`config.mk`:
```
export PLATFORM = sky130hd
export DESIGN_NAME = stereo_track_mixdown
export DESIGN_NICKNAME = d
export VERILOG_FILES = /design/src/rtl/stm_pkg.sv /design/src/rtl/stereo_track_mixdown.sv
export SDC_FILE = /design/constraint.sdc
export NUM_CORES = 2
export LEC_CHECK = 0
export BUFFER_PORTS_ARGS = -buffer_cell sky130_fd_sc_hd__buf_2
export CAP_MARGIN = 20
export CORE_UTILIZATION = 30
export CTS_BUF_LIST = sky130_fd_sc_hd__clkbuf_4 sky130_fd_sc_hd__clkbuf_8
export DETAILED_ROUTE_END_ITERATION = 10
export GPL_ROUTABILITY_DRIVEN = 0
export HOLD_SLACK_MARGIN = 0.15
export SETUP_SLACK_MARGIN = 0.4
export SLEW_MARGIN = 20
export SYNTH_ARGS = -nofsm -noshare
export SYNTH_HDL_FRONTEND = slang
export SYNTH_SLANG_ARGS = --single-unit
```
`constraint.sdc`:
```
create_clock -name clk -period 7.9 [get_ports clk]
set_input_delay 0.79 -clock clk [delete_from_list [all_inputs] [get_ports clk]]
set_output_delay 0.79 -clock clk [all_outputs]
set_load 0.005 [all_outputs]
```
`src/rtl/stm_pkg.sv`:
```
// stm_pkg: shared types and constants for the stereo track mix-down block.
// Holds register map codes, gain slot layout, reciprocal constants and stage payloads.
// No dependencies.
package stm_pkg;

  // register map (index = paddr[5:3], 64-bit registers at 8-byte spacing)
  localparam int          ADDR_W        = 6;
  localparam int          DATA_W        = 64;
  localparam logic [2:0]  REG_ACTIVE    = 3'd0;
  localparam logic [2:0]  REG_MIX_0     = 3'd1;
  localparam logic [2:0]  REG_MIX_1     = 3'd2;
  localparam logic [2:0]  REG_MIX_2     = 3'd3;
  localparam logic [2:0]  REG_MIX_3     = 3'd4;

  localparam int          ACTIVE_W      = 5;
  localparam int          MIX_W         = 60;
  localparam int          POS_W         = 4;
  localparam int          SLOT_W        = 15;
  localparam int          GAIN_W        = 7;
  localparam int          SAMPLE_W      = 16;
  localparam int          QUOT_W        = 10;

  localparam logic [ACTIVE_W-1:0] ACTIVE_RESET = 5'd16;
  // four slots of 50/50 gain, muted
  localparam logic [MIX_W-1:0]    MIX_RESET    = 60'hB26564CAC995932;

  localparam logic [GAIN_W-1:0]   GAIN_MAX     = 7'd100;

  // x / 100 == (x * 41944) >> 22, exact for 0 <= x <= 43690
  localparam logic [15:0] DIV_RECIP     = 16'd41944;
  localparam int          DIV_SHIFT     = 22;

  // stage 1: raw sample with effective gains (clamped, mute folded in)
  typedef struct packed {
    logic signed [SAMPLE_W-1:0] sample;
    logic [GAIN_W-1:0]          gain_l;
    logic [GAIN_W-1:0]          gain_r;
    logic                       last;
  } stage1_t;

  // stage 2: sample / 100, truncated toward zero
  typedef struct packed {
    logic signed [QUOT_W-1:0]   quot;
    logic [GAIN_W-1:0]          gain_l;
    logic [GAIN_W-1:0]          gain_r;
    logic                       last;
  } stage2_t;

  // stage 3: wrapped per-side contributions
  typedef struct packed {
    logic [SAMPLE_W-1:0]        contrib_l;
    logic [SAMPLE_W-1:0]        contrib_r;
    logic                       last;
  } stage3_t;

endpackage

```
`src/rtl/stereo_track_mixdown.sv`:
```
// stereo_track_mixdown: each sample passes the registers input reg, divide, gain multiply and
// accumulate in order; the result register loads on a frame's last sample. Throughput: one sample
// per cycle while no frame result waits on a blocked output register; one result per frame.
// Reset (rst, synchronous, active high) empties the pipeline, clears channel position and both
// sums, and loads register defaults: 16 channels, all tracks 50/50 and muted.
// Depends on stm_pkg.
module stereo_track_mixdown #(
  parameter int TRACK_COUNT = 16
) (
  input  logic                          clk,
  input  logic                          rst,
  // sample stream in
  input  logic                          s_tvalid,
  output logic                          s_tready,
  input  logic [15:0]                   s_tdata,   // [15:0] sample
  // stereo result out
  output logic                          m_tvalid,
  input  logic                          m_tready,
  output logic [31:0]                   m_tdata,   // [15:0] left_out, [31:16] right_out
  // configuration
  input  logic                          psel,
  input  logic                          penable,
  input  logic                          pwrite,
  input  logic [stm_pkg::ADDR_W-1:0]    paddr,
  input  logic [stm_pkg::DATA_W-1:0]    pwdata,
  output logic [stm_pkg::DATA_W-1:0]    prdata,
  output logic                          pready
);

  // ---------------------------------------------------------------------------
  // Configuration registers
  // ---------------------------------------------------------------------------
  logic [stm_pkg::ACTIVE_W-1:0] active_channels;
  logic [stm_pkg::MIX_W-1:0]    mix_word_0;
  logic [stm_pkg::MIX_W-1:0]    mix_word_1;
  logic [stm_pkg::MIX_W-1:0]    mix_word_2;
  logic [stm_pkg::MIX_W-1:0]    mix_word_3;

  logic       cfg_write;
  logic [2:0] cfg_index;

  assign pready    = 1'b1;
  assign cfg_write = psel && penable && pwrite && pready;
  assign cfg_index = paddr[5:3];

  always_ff @(posedge clk) begin
    if (rst) begin
      active_channels <= stm_pkg::ACTIVE_RESET;
      mix_word_0      <= stm_pkg::MIX_RESET;
      mix_word_1      <= stm_pkg::MIX_RESET;
      mix_word_2      <= stm_pkg::MIX_RESET;
      mix_word_3      <= stm_pkg::MIX_RESET;
    end else if (cfg_write) begin
      unique case (cfg_index)
        stm_pkg::REG_ACTIVE: active_channels <= pwdata[stm_pkg::ACTIVE_W-1:0];
        stm_pkg::REG_MIX_0:  mix_word_0      <= pwdata[stm_pkg::MIX_W-1:0];
        stm_pkg::REG_MIX_1:  mix_word_1      <= pwdata[stm_pkg::MIX_W-1:0];
        stm_pkg::REG_MIX_2:  mix_word_2      <= pwdata[stm_pkg::MIX_W-1:0];
        stm_pkg::REG_MIX_3:  mix_word_3      <= pwdata[stm_pkg::MIX_W-1:0];
        default: ;  // unmapped, write dropped
      endcase
    end
  end

  always_comb begin
    unique case (cfg_index)
      stm_pkg::REG_ACTIVE: prdata = {{(stm_pkg::DATA_W-stm_pkg::ACTIVE_W){1'b0}},
                                     active_channels};
      stm_pkg::REG_MIX_0:  prdata = {{(stm_pkg::DATA_W-stm_pkg::MIX_W){1'b0}}, mix_word_0};
      stm_pkg::REG_MIX_1:  prdata = {{(stm_pkg::DATA_W-stm_pkg::MIX_W){1'b0}}, mix_word_1};
      stm_pkg::REG_MIX_2:  prdata = {{(stm_pkg::DATA_W-stm_pkg::MIX_W){1'b0}}, mix_word_2};
      stm_pkg::REG_MIX_3:  prdata = {{(stm_pkg::DATA_W-stm_pkg::MIX_W){1'b0}}, mix_word_3};
      default:             prdata = '0;
    endcase
  end

  // ---------------------------------------------------------------------------
  // Handshake chain: a stall only starts at the accumulator, when a frame
  // result is ready but the output register still holds the previous one.
  // ---------------------------------------------------------------------------
  logic              r1_valid, r2_valid, r3_valid;
  stm_pkg::stage1_t  r1;
  stm_pkg::stage2_t  r2;
  stm_pkg::stage3_t  r3;

  logic acc_ready, r3_ready, r2_ready;
  logic acc_take, in_take;

  assign acc_ready = !(r3.last && m_tvalid && !m_tready);
  assign acc_take  = r3_valid && acc_ready;
  assign r3_ready  = !r3_valid || acc_ready;
  assign r2_ready  = !r2_valid || r3_ready;
  assign s_tready  = !r1_valid || r2_ready;
  assign in_take   = s_tvalid && s_tready;

  // ---------------------------------------------------------------------------
  // Channel position and gain slot lookup at the input
  // ---------------------------------------------------------------------------
  localparam logic [stm_pkg::ACTIVE_W-1:0] TRACK_MAX = stm_pkg::ACTIVE_W'(TRACK_COUNT);

  logic [stm_pkg::POS_W-1:0]    pos;
  logic [stm_pkg::ACTIVE_W-1:0] frame_len;
  logic [stm_pkg::ACTIVE_W-1:0] pos_inc;
  logic                         in_last;
  logic [stm_pkg::MIX_W-1:0]    word_sel;
  logic [stm_pkg::SLOT_W-1:0]   slot;
  logic [stm_pkg::GAIN_W-1:0]   raw_l, raw_r;
  logic                         mute;
  stm_pkg::stage1_t             r1_next;

  always_comb begin
    // zero channels behaves as one; more than the track count saturates
    if (active_channels == '0)          frame_len = stm_pkg::ACTIVE_W'(1);
    else if (active_channels > TRACK_MAX) frame_len = TRACK_MAX;
    else                                frame_len = active_channels;
  end

  // a position at or past the last channel (count lowered mid-frame) ends the frame
  assign pos_inc = {1'b0, pos} + stm_pkg::ACTIVE_W'(1);
  assign in_last = pos_inc >= frame_len;

  always_comb begin
    case (pos[3:2])
      2'd0:    word_sel = mix_word_0;
      2'd1:    word_sel = mix_word_1;
      2'd2:    word_sel = mix_word_2;
      default: word_sel = mix_word_3;
    endcase
    case (pos[1:0])
      2'd0:    slot = word_sel[14:0];
      2'd1:    slot = word_sel[29:15];
      2'd2:    slot = word_sel[44:30];
      default: slot = word_sel[59:45];
    endcase
  end

  assign raw_l = slot[6:0];
  assign raw_r = slot[13:7];
  assign mute  = slot[14];

  always_comb begin
    r1_next.sample = $signed(s_tdata);
    r1_next.last   = in_last;
    // mute folds into a zero gain; gains over 100 percent clamp
    if (mute)                             r1_next.gain_l = '0;
    else if (raw_l > stm_pkg::GAIN_MAX)   r1_next.gain_l = stm_pkg::GAIN_MAX;
    else                                  r1_next.gain_l = raw_l;
    if (mute)                             r1_next.gain_r = '0;
    else if (raw_r > stm_pkg::GAIN_MAX)   r1_next.gain_r = stm_pkg::GAIN_MAX;
    else                                  r1_next.gain_r = raw_r;
  end

  always_ff @(posedge clk) begin
    if (rst) begin
      pos <= '0;
    end else if (in_take) begin
      pos <= in_last ? '0 : pos_inc[stm_pkg::POS_W-1:0];
    end
  end

  // ---------------------------------------------------------------------------
  // Stage 1 register
  // ---------------------------------------------------------------------------
  always_ff @(posedge clk) begin
    if (rst) begin
      r1_valid <= 1'b0;
    end else if (s_tready) begin
      r1_valid <= s_tvalid;
    end
  end

  always_ff @(posedge clk) begin
    if (in_take) begin
      r1 <= r1_next;
    end
  end

  // ---------------------------------------------------------------------------
  // Stage 2: divide by 100 toward zero via reciprocal multiply on the magnitude
  // ---------------------------------------------------------------------------
  logic [15:0]                      mag;
  logic [31:0]                      recip_prod;
  logic [stm_pkg::QUOT_W-1:0]       quot_mag;
  stm_pkg::stage2_t                 r2_next;

  assign mag        = r1.sample[15] ? (~r1.sample + 16'd1) : r1.sample;
  assign recip_prod = {16'd0, mag} * {16'd0, stm_pkg::DIV_RECIP};
  assign quot_mag   = recip_prod[stm_pkg::DIV_SHIFT +: stm_pkg::QUOT_W];

  always_comb begin
    r2_next.quot   = r1.sample[15] ? $signed(-quot_mag) : $signed(quot_mag);
    r2_next.gain_l = r1.gain_l;
    r2_next.gain_r = r1.gain_r;
    r2_next.last   = r1.last;
  end

  always_ff @(posedge clk) begin
    if (rst) begin
      r2_valid <= 1'b0;
    end else if (r2_ready) begin
      r2_valid <= r1_valid;
    end
  end

  always_ff @(posedge clk) begin
    if (r2_ready && r1_valid) begin
      r2 <= r2_next;
    end
  end

  // ---------------------------------------------------------------------------
  // Stage 3: gain multiplies, kept to 16 bits (wrap)
  // ---------------------------------------------------------------------------
  logic signed [15:0]  prod_l, prod_r;
  stm_pkg::stage3_t    r3_next;

  assign prod_l = 16'(r2.quot) * 16'($signed({1'b0, r2.gain_l}));
  assign prod_r = 16'(r2.quot) * 16'($signed({1'b0, r2.gain_r}));

  always_comb begin
    r3_next.contrib_l = prod_l;
    r3_next.contrib_r = prod_r;
    r3_next.last      = r2.last;
  end

  always_ff @(posedge clk) begin
    if (rst) begin
      r3_valid <= 1'b0;
    end else if (r3_ready) begin
      r3_valid <= r2_valid;
    end
  end

  always_ff @(posedge clk) begin
    if (r3_ready && r2_valid) begin
      r3 <= r3_next;
    end
  end

  // ---------------------------------------------------------------------------
  // Accumulate and result register
  // ---------------------------------------------------------------------------
  logic [15:0] left_sum, right_sum;
  logic [15:0] left_sum_next, right_sum_next;

  assign left_sum_next  = left_sum  + r3.contrib_l;
  assign right_sum_next = right_sum + r3.contrib_r;

  always_ff @(posedge clk) begin
    if (rst) begin
      left_sum  <= '0;
      right_sum <= '0;
    end else if (acc_take) begin
      left_sum  <= r3.last ? '0 : left_sum_next;
      right_sum <= r3.last ? '0 : right_sum_next;
    end
  end

  always_ff @(posedge clk) begin
    if (rst) begin
      m_tvalid <= 1'b0;
    end else if (acc_take && r3.last) begin
      m_tvalid <= 1'b1;
    end else if (m_tready) begin
      m_tvalid <= 1'b0;
    end
  end

  always_ff @(posedge clk) begin
    if (acc_take && r3.last) begin
      m_tdata <= {right_sum_next, left_sum_next};
    end
  end

  // ---------------------------------------------------------------------------
  // Assertions
  // ---------------------------------------------------------------------------
  // input back-pressure only ever comes from a blocked result register
  a_stall_source: assert property (@(posedge clk) disable iff (rst)
    !s_tready |-> (m_tvalid && !m_tready))
    else $error("input stalled without a blocked result");

  // a frame end clears both sums
  a_sum_clear: assert property (@(posedge clk) disable iff (rst)
    (acc_take && r3.last) |=> (left_sum == '0 && right_sum == '0))
    else $error("sums not cleared after frame end");

  // the last channel of a frame wraps the position back to zero
  a_pos_wrap: assert property (@(posedge clk) disable iff (rst)
    (in_take && in_last) |=> (pos == '0))
    else $error("channel position did not wrap");

  // a new result appears only from a frame end in the accumulator
  a_result_src: assert property (@(posedge clk) disable iff (rst)
    $rose(m_tvalid) |-> $past(acc_take && r3.last))
    else $error("result without frame end");

endmodule

```
==> impl_metrics.py <==
metrics = {
    "run_status": {
        "status": "finished clean",
    },
    "cts": {
        "cts-root-buf": "clkbuf_8",
        "clock_latency_ns": 0.73,
        "cts_tree": "built",
        "h-tree-depth": 3,
        "clock_sinks": 406,
        "clk_pin_slew_ns": 0.06,
        "cts_buffer_depth": 3,
        "numCtsBuffers": 75,
    },
    "sta": {
        "slew_viol_final": 0,
        "tightestPinTransition_ns": 1.072,
        "hold_slack_ns": 0.2718,
        "clock_skew_ns": 0.07106,
        "fin_crit_ns": 7.599,
        "finalCritPeriodShare_pct": 96.19,
        "finalSetupViolCount": 0,
        "fmax_mhz": 131.6,
        "rsz0062_at_grt": "true",
        "slew_headroom_pct": 28.50,
        "tns_ns": 0,
        "timing.final.hold_violations": 0,
    },
    "pwr": {
        "share_comb_of_total_power_pct": 63.6,
        "internal_power_w": 0.007949,
        "p_seq_share_pct": 20.2,
        "power_density_nw_per_um2": 443.4,
        "p_sw_w": 0.006064,
        "p_sw_share_pct": 43.27,
        "clkPwrFrac_pct": 16.2,
        "ir_drop_mv": 0.5358,
        "p_leak_nw": 13.54,
    },
    "final_layout": {
        "post-route-util_pct": 34.84,
        "drive_gt1_share_pct": 15.26,
        "nFillCells": 9291,
        "area_delta_synth_final_pct": 14.27,
        "nets": 3585,
    },
    "yosys": {
        "ys_top_cells_by_count": "nand2_1 (645), dfxtp_1 (285), inv_1 (285)",
        "yosysWarnings": 0,
        "syn-instance-count": 2974,
        "ys_ff_latch": 406,
        "synth_ff_type": "dfxtp_1",
        "yosys.area.top_type": "dfxtp_1",
        "synthesis.area_um2": 27650,
        "synth_edf_count": 121,
        "synth_top_area_share_pct": 20.63,
        "yosysMostFrequentCell": "nand2_1",
        "synth.distinct_cells": 69,
        "seq_area_frac_synth_pct": 33.77,
        "async_reset_ff_share_pct": 0,
        "synth.top_cells.by_area": "dfxtp_1 (21%), edfxtp_1 (13%), fa_1 (13%), ha_1 (9.5%), nand2_1 (8.8%)",
        "syn_avg_cell_area_um2": 9.299,
    },
    "drt": {
        "ant_nets": 0,
        "viasPerCell": 4.918,
        "routed_wirelength_mm": 76.52,
        "wire_per_inst_um": 17.61,
        "via_count": 21360,
        "drt_iter0_drc": 1304,
        "drc": 0,
        "first_pass_iters": 6,
    },
    "die": {
        "fp.dieW_um": 305.6,
        "die_area_um2": 93400,
        "die_h_um": 305.6,
        "coreArea_um2": 90700,
        "rows": 110,
        "start_util_pct": 30.49,
        "io_pins": 192,
    },
    "critical_path": {
        "crit_type": "reg -> reg",
        "r2r_start": "r1[20]",
        "end_kind": "flip-flop",
        "required_ns": 8.30,
        "cp.arrival_ns": 8.00,
        "start_kind": "flip-flop",
        "worstPathMaxFanout": 4,
        "reg2reg_to": "r2[24]",
        "r2r_slack_ns": 0.30,
        "r2r_cells": 26,
    },
    "min_path": {
        "hold_path_depth": 1,
        "hold_start": "s_tdata[10]",
        "holdPathEnd": "r1[25]",
        "min_path_type": "in -> reg",
    },
    "grt": {
        "grt_pass1_wl_mm": 119.3,
        "grt_max_degree": 99,
        "grt_util_all_layers_pct": 16.17,
        "grt_overflow_total": 0,
        "antenna_found_initial": 13,
        "grt_pass1_vias": 21010,
    },
    "flow_run": {
        "max_cap_violations": 0,
    },
    "place": {
        "dp_hpwl_mm": 51.36,
        "port_buffers": 179,
    },
}
-- cell type report --
class / instances / area [um^2] / area share (%)
Tap cell: 1176 / 1471 / 4.656
Sequential cell: 406 / 9346 / 29.58
Inverter: 286 / 1074 / 3.397
Clock buffer: 115 / 1445 / 4.573
Timing Repair Buffer: 228 / 1274 / 4.031
Multi-Input combinational cell: 2111 / 16750 / 53.01
Clock inverter: 20 / 235.2 / 0.7443
Antenna cell: 2 / 5.005 / 0.01584
-- flip-flops by register name, indices dropped and copies added (netlist names), 16 cells and up --
name and cells:
r2 25, left_sum 16, right_sum 16, mix_word_3 60
mix_word_2 60, r1 31, mix_word_1 60, mix_word_0 60
m_tdata 32, r3 33
-- what timing repair did --
action / CTS / global route
hold buffers: 0 / 0
setup endpoints to repair: 3 / 5
buffers inserted: 5 / 9
hold endpoints to repair: 0 / 0
gates resized for setup: 7 / 30
pin swaps: 2 / 14
-- metrics by stage --
step | std cells | cell area [um^2] | worst slack [ns] | total power [W]
after CTS | 4333 | 31400 | 0.3175 | 0.01345
final | 4344 | 31600 | 0.3012 | 0.01401
after floorplan | 2977 | 27670 | 0.4761 | 0.009182
after detailed placement | 4193 | 29660 | 0.08184 | 0.01105
after global routing | 4343 | 31600 | -0.02307 | 0.01548
after global placement | 4193 | 29660 | 0.1753 | 0.01094
-- critical path, cell delays in order, from the launching register on --
cell,delay (ns)
edfxtp_1,0.41
or4_4,0.57
nor2_2,0.09
nand2_1,0.06
or3_1,0.33
or3_4,0.37
or4b_4,0.58
inv_2,0.13
ha_1,0.24
ha_1,0.31
fa_1,0.50
fa_1,0.55
inv_1,0.05
fa_1,0.47
inv_1,0.04
ha_1,0.32
a21o_1,0.19
a221o_1,0.38
nand3_2,0.09
o311a_4,0.24
o211ai_4,0.10
a211o_1,0.31
a2111oi_4,0.34
nand3_1,0.14
nor4bb_1,0.17
nor4_2,0.20
xnor2_1,0.11
-- per-layer routing --
metal / routed length [um] / GRT usage [%] / vias up
met5: 120 / 0 / -
met4: 2106 / 5.341 / 18
met3: 5521 / 4.028 / 138
met2: 34970 / 25.71 / 653
met1: 33800 / 21.37 / 10290
li1: - / - / 10260
-- kinds of logic after synthesis --
group | Yosys count | synth area share [%]
buffers and inverters | 460 | 6.352
adder cells (fa/ha/maj) | 384 | 22.10
AND/OR/NAND/NOR | 1077 | 18.14
AO/OA/AOI/OAI | 469 | 11.05
flip-flops | 406 | 33.77
other | 2 | 0.02716
XOR/XNOR | 105 | 3.421
multiplexers | 71 | 5.135
-- power by group through the flow --
stage,clock (W),combinational [W],sequential (W)
after detailed placement,0,0.00818,0.00287
after global placement,0,0.00807,0.00287
after CTS,0.00232,0.00829,0.00283
after floorplan,0,0.00643,0.00275
final,0.00227,0.00891,0.00283
after global routing,0.00242,0.0102,0.00285
-- cells in the final DEF (no fill, tap or decap), types with 15 or more instances in the layout --
| cell type | count |
|---|---|
| nand2_1 | 640 |
| dfxtp_1 | 283 |
| inv_1 | 279 |
| ha_1 | 207 |
| a21oi_1 | 190 |
| buf_2 | 178 |
| fa_1 | 174 |
| a22oi_1 | 142 |
| edfxtp_1 | 121 |
| nand3b_1 | 119 |
| and2_1 | 118 |
| clkbuf_8 | 93 |
| nor2_1 | 89 |
| xnor2_1 | 71 |
| mux4_2 | 56 |
| buf_4 | 48 |
| o21ai_0 | 38 |
| xor2_1 | 30 |
| nand3_1 | 27 |
| clkbuf_4 | 22 |
| nand2b_1 | 18 |
| a222oi_1 | 15 |
-- how the worst max path moves through the flow --
stage | from | end | slack (ns) | cells after the start
after floorplan | r1[18] | r2[24] | 0.48 | 26
after global placement | r1[20] | r2[24] | 0.18 | 26
after detailed placement | r1[20] | r2[24] | 0.08 | 26
after CTS | r1[18] | r2[24] | 0.32 | 28
after global routing | r1[20] | r2[24] | -0.02 | 28
final | r1[20] | r2[24] | 0.30 | 26
Note: power is estimated with default switching activity, not from simulation.
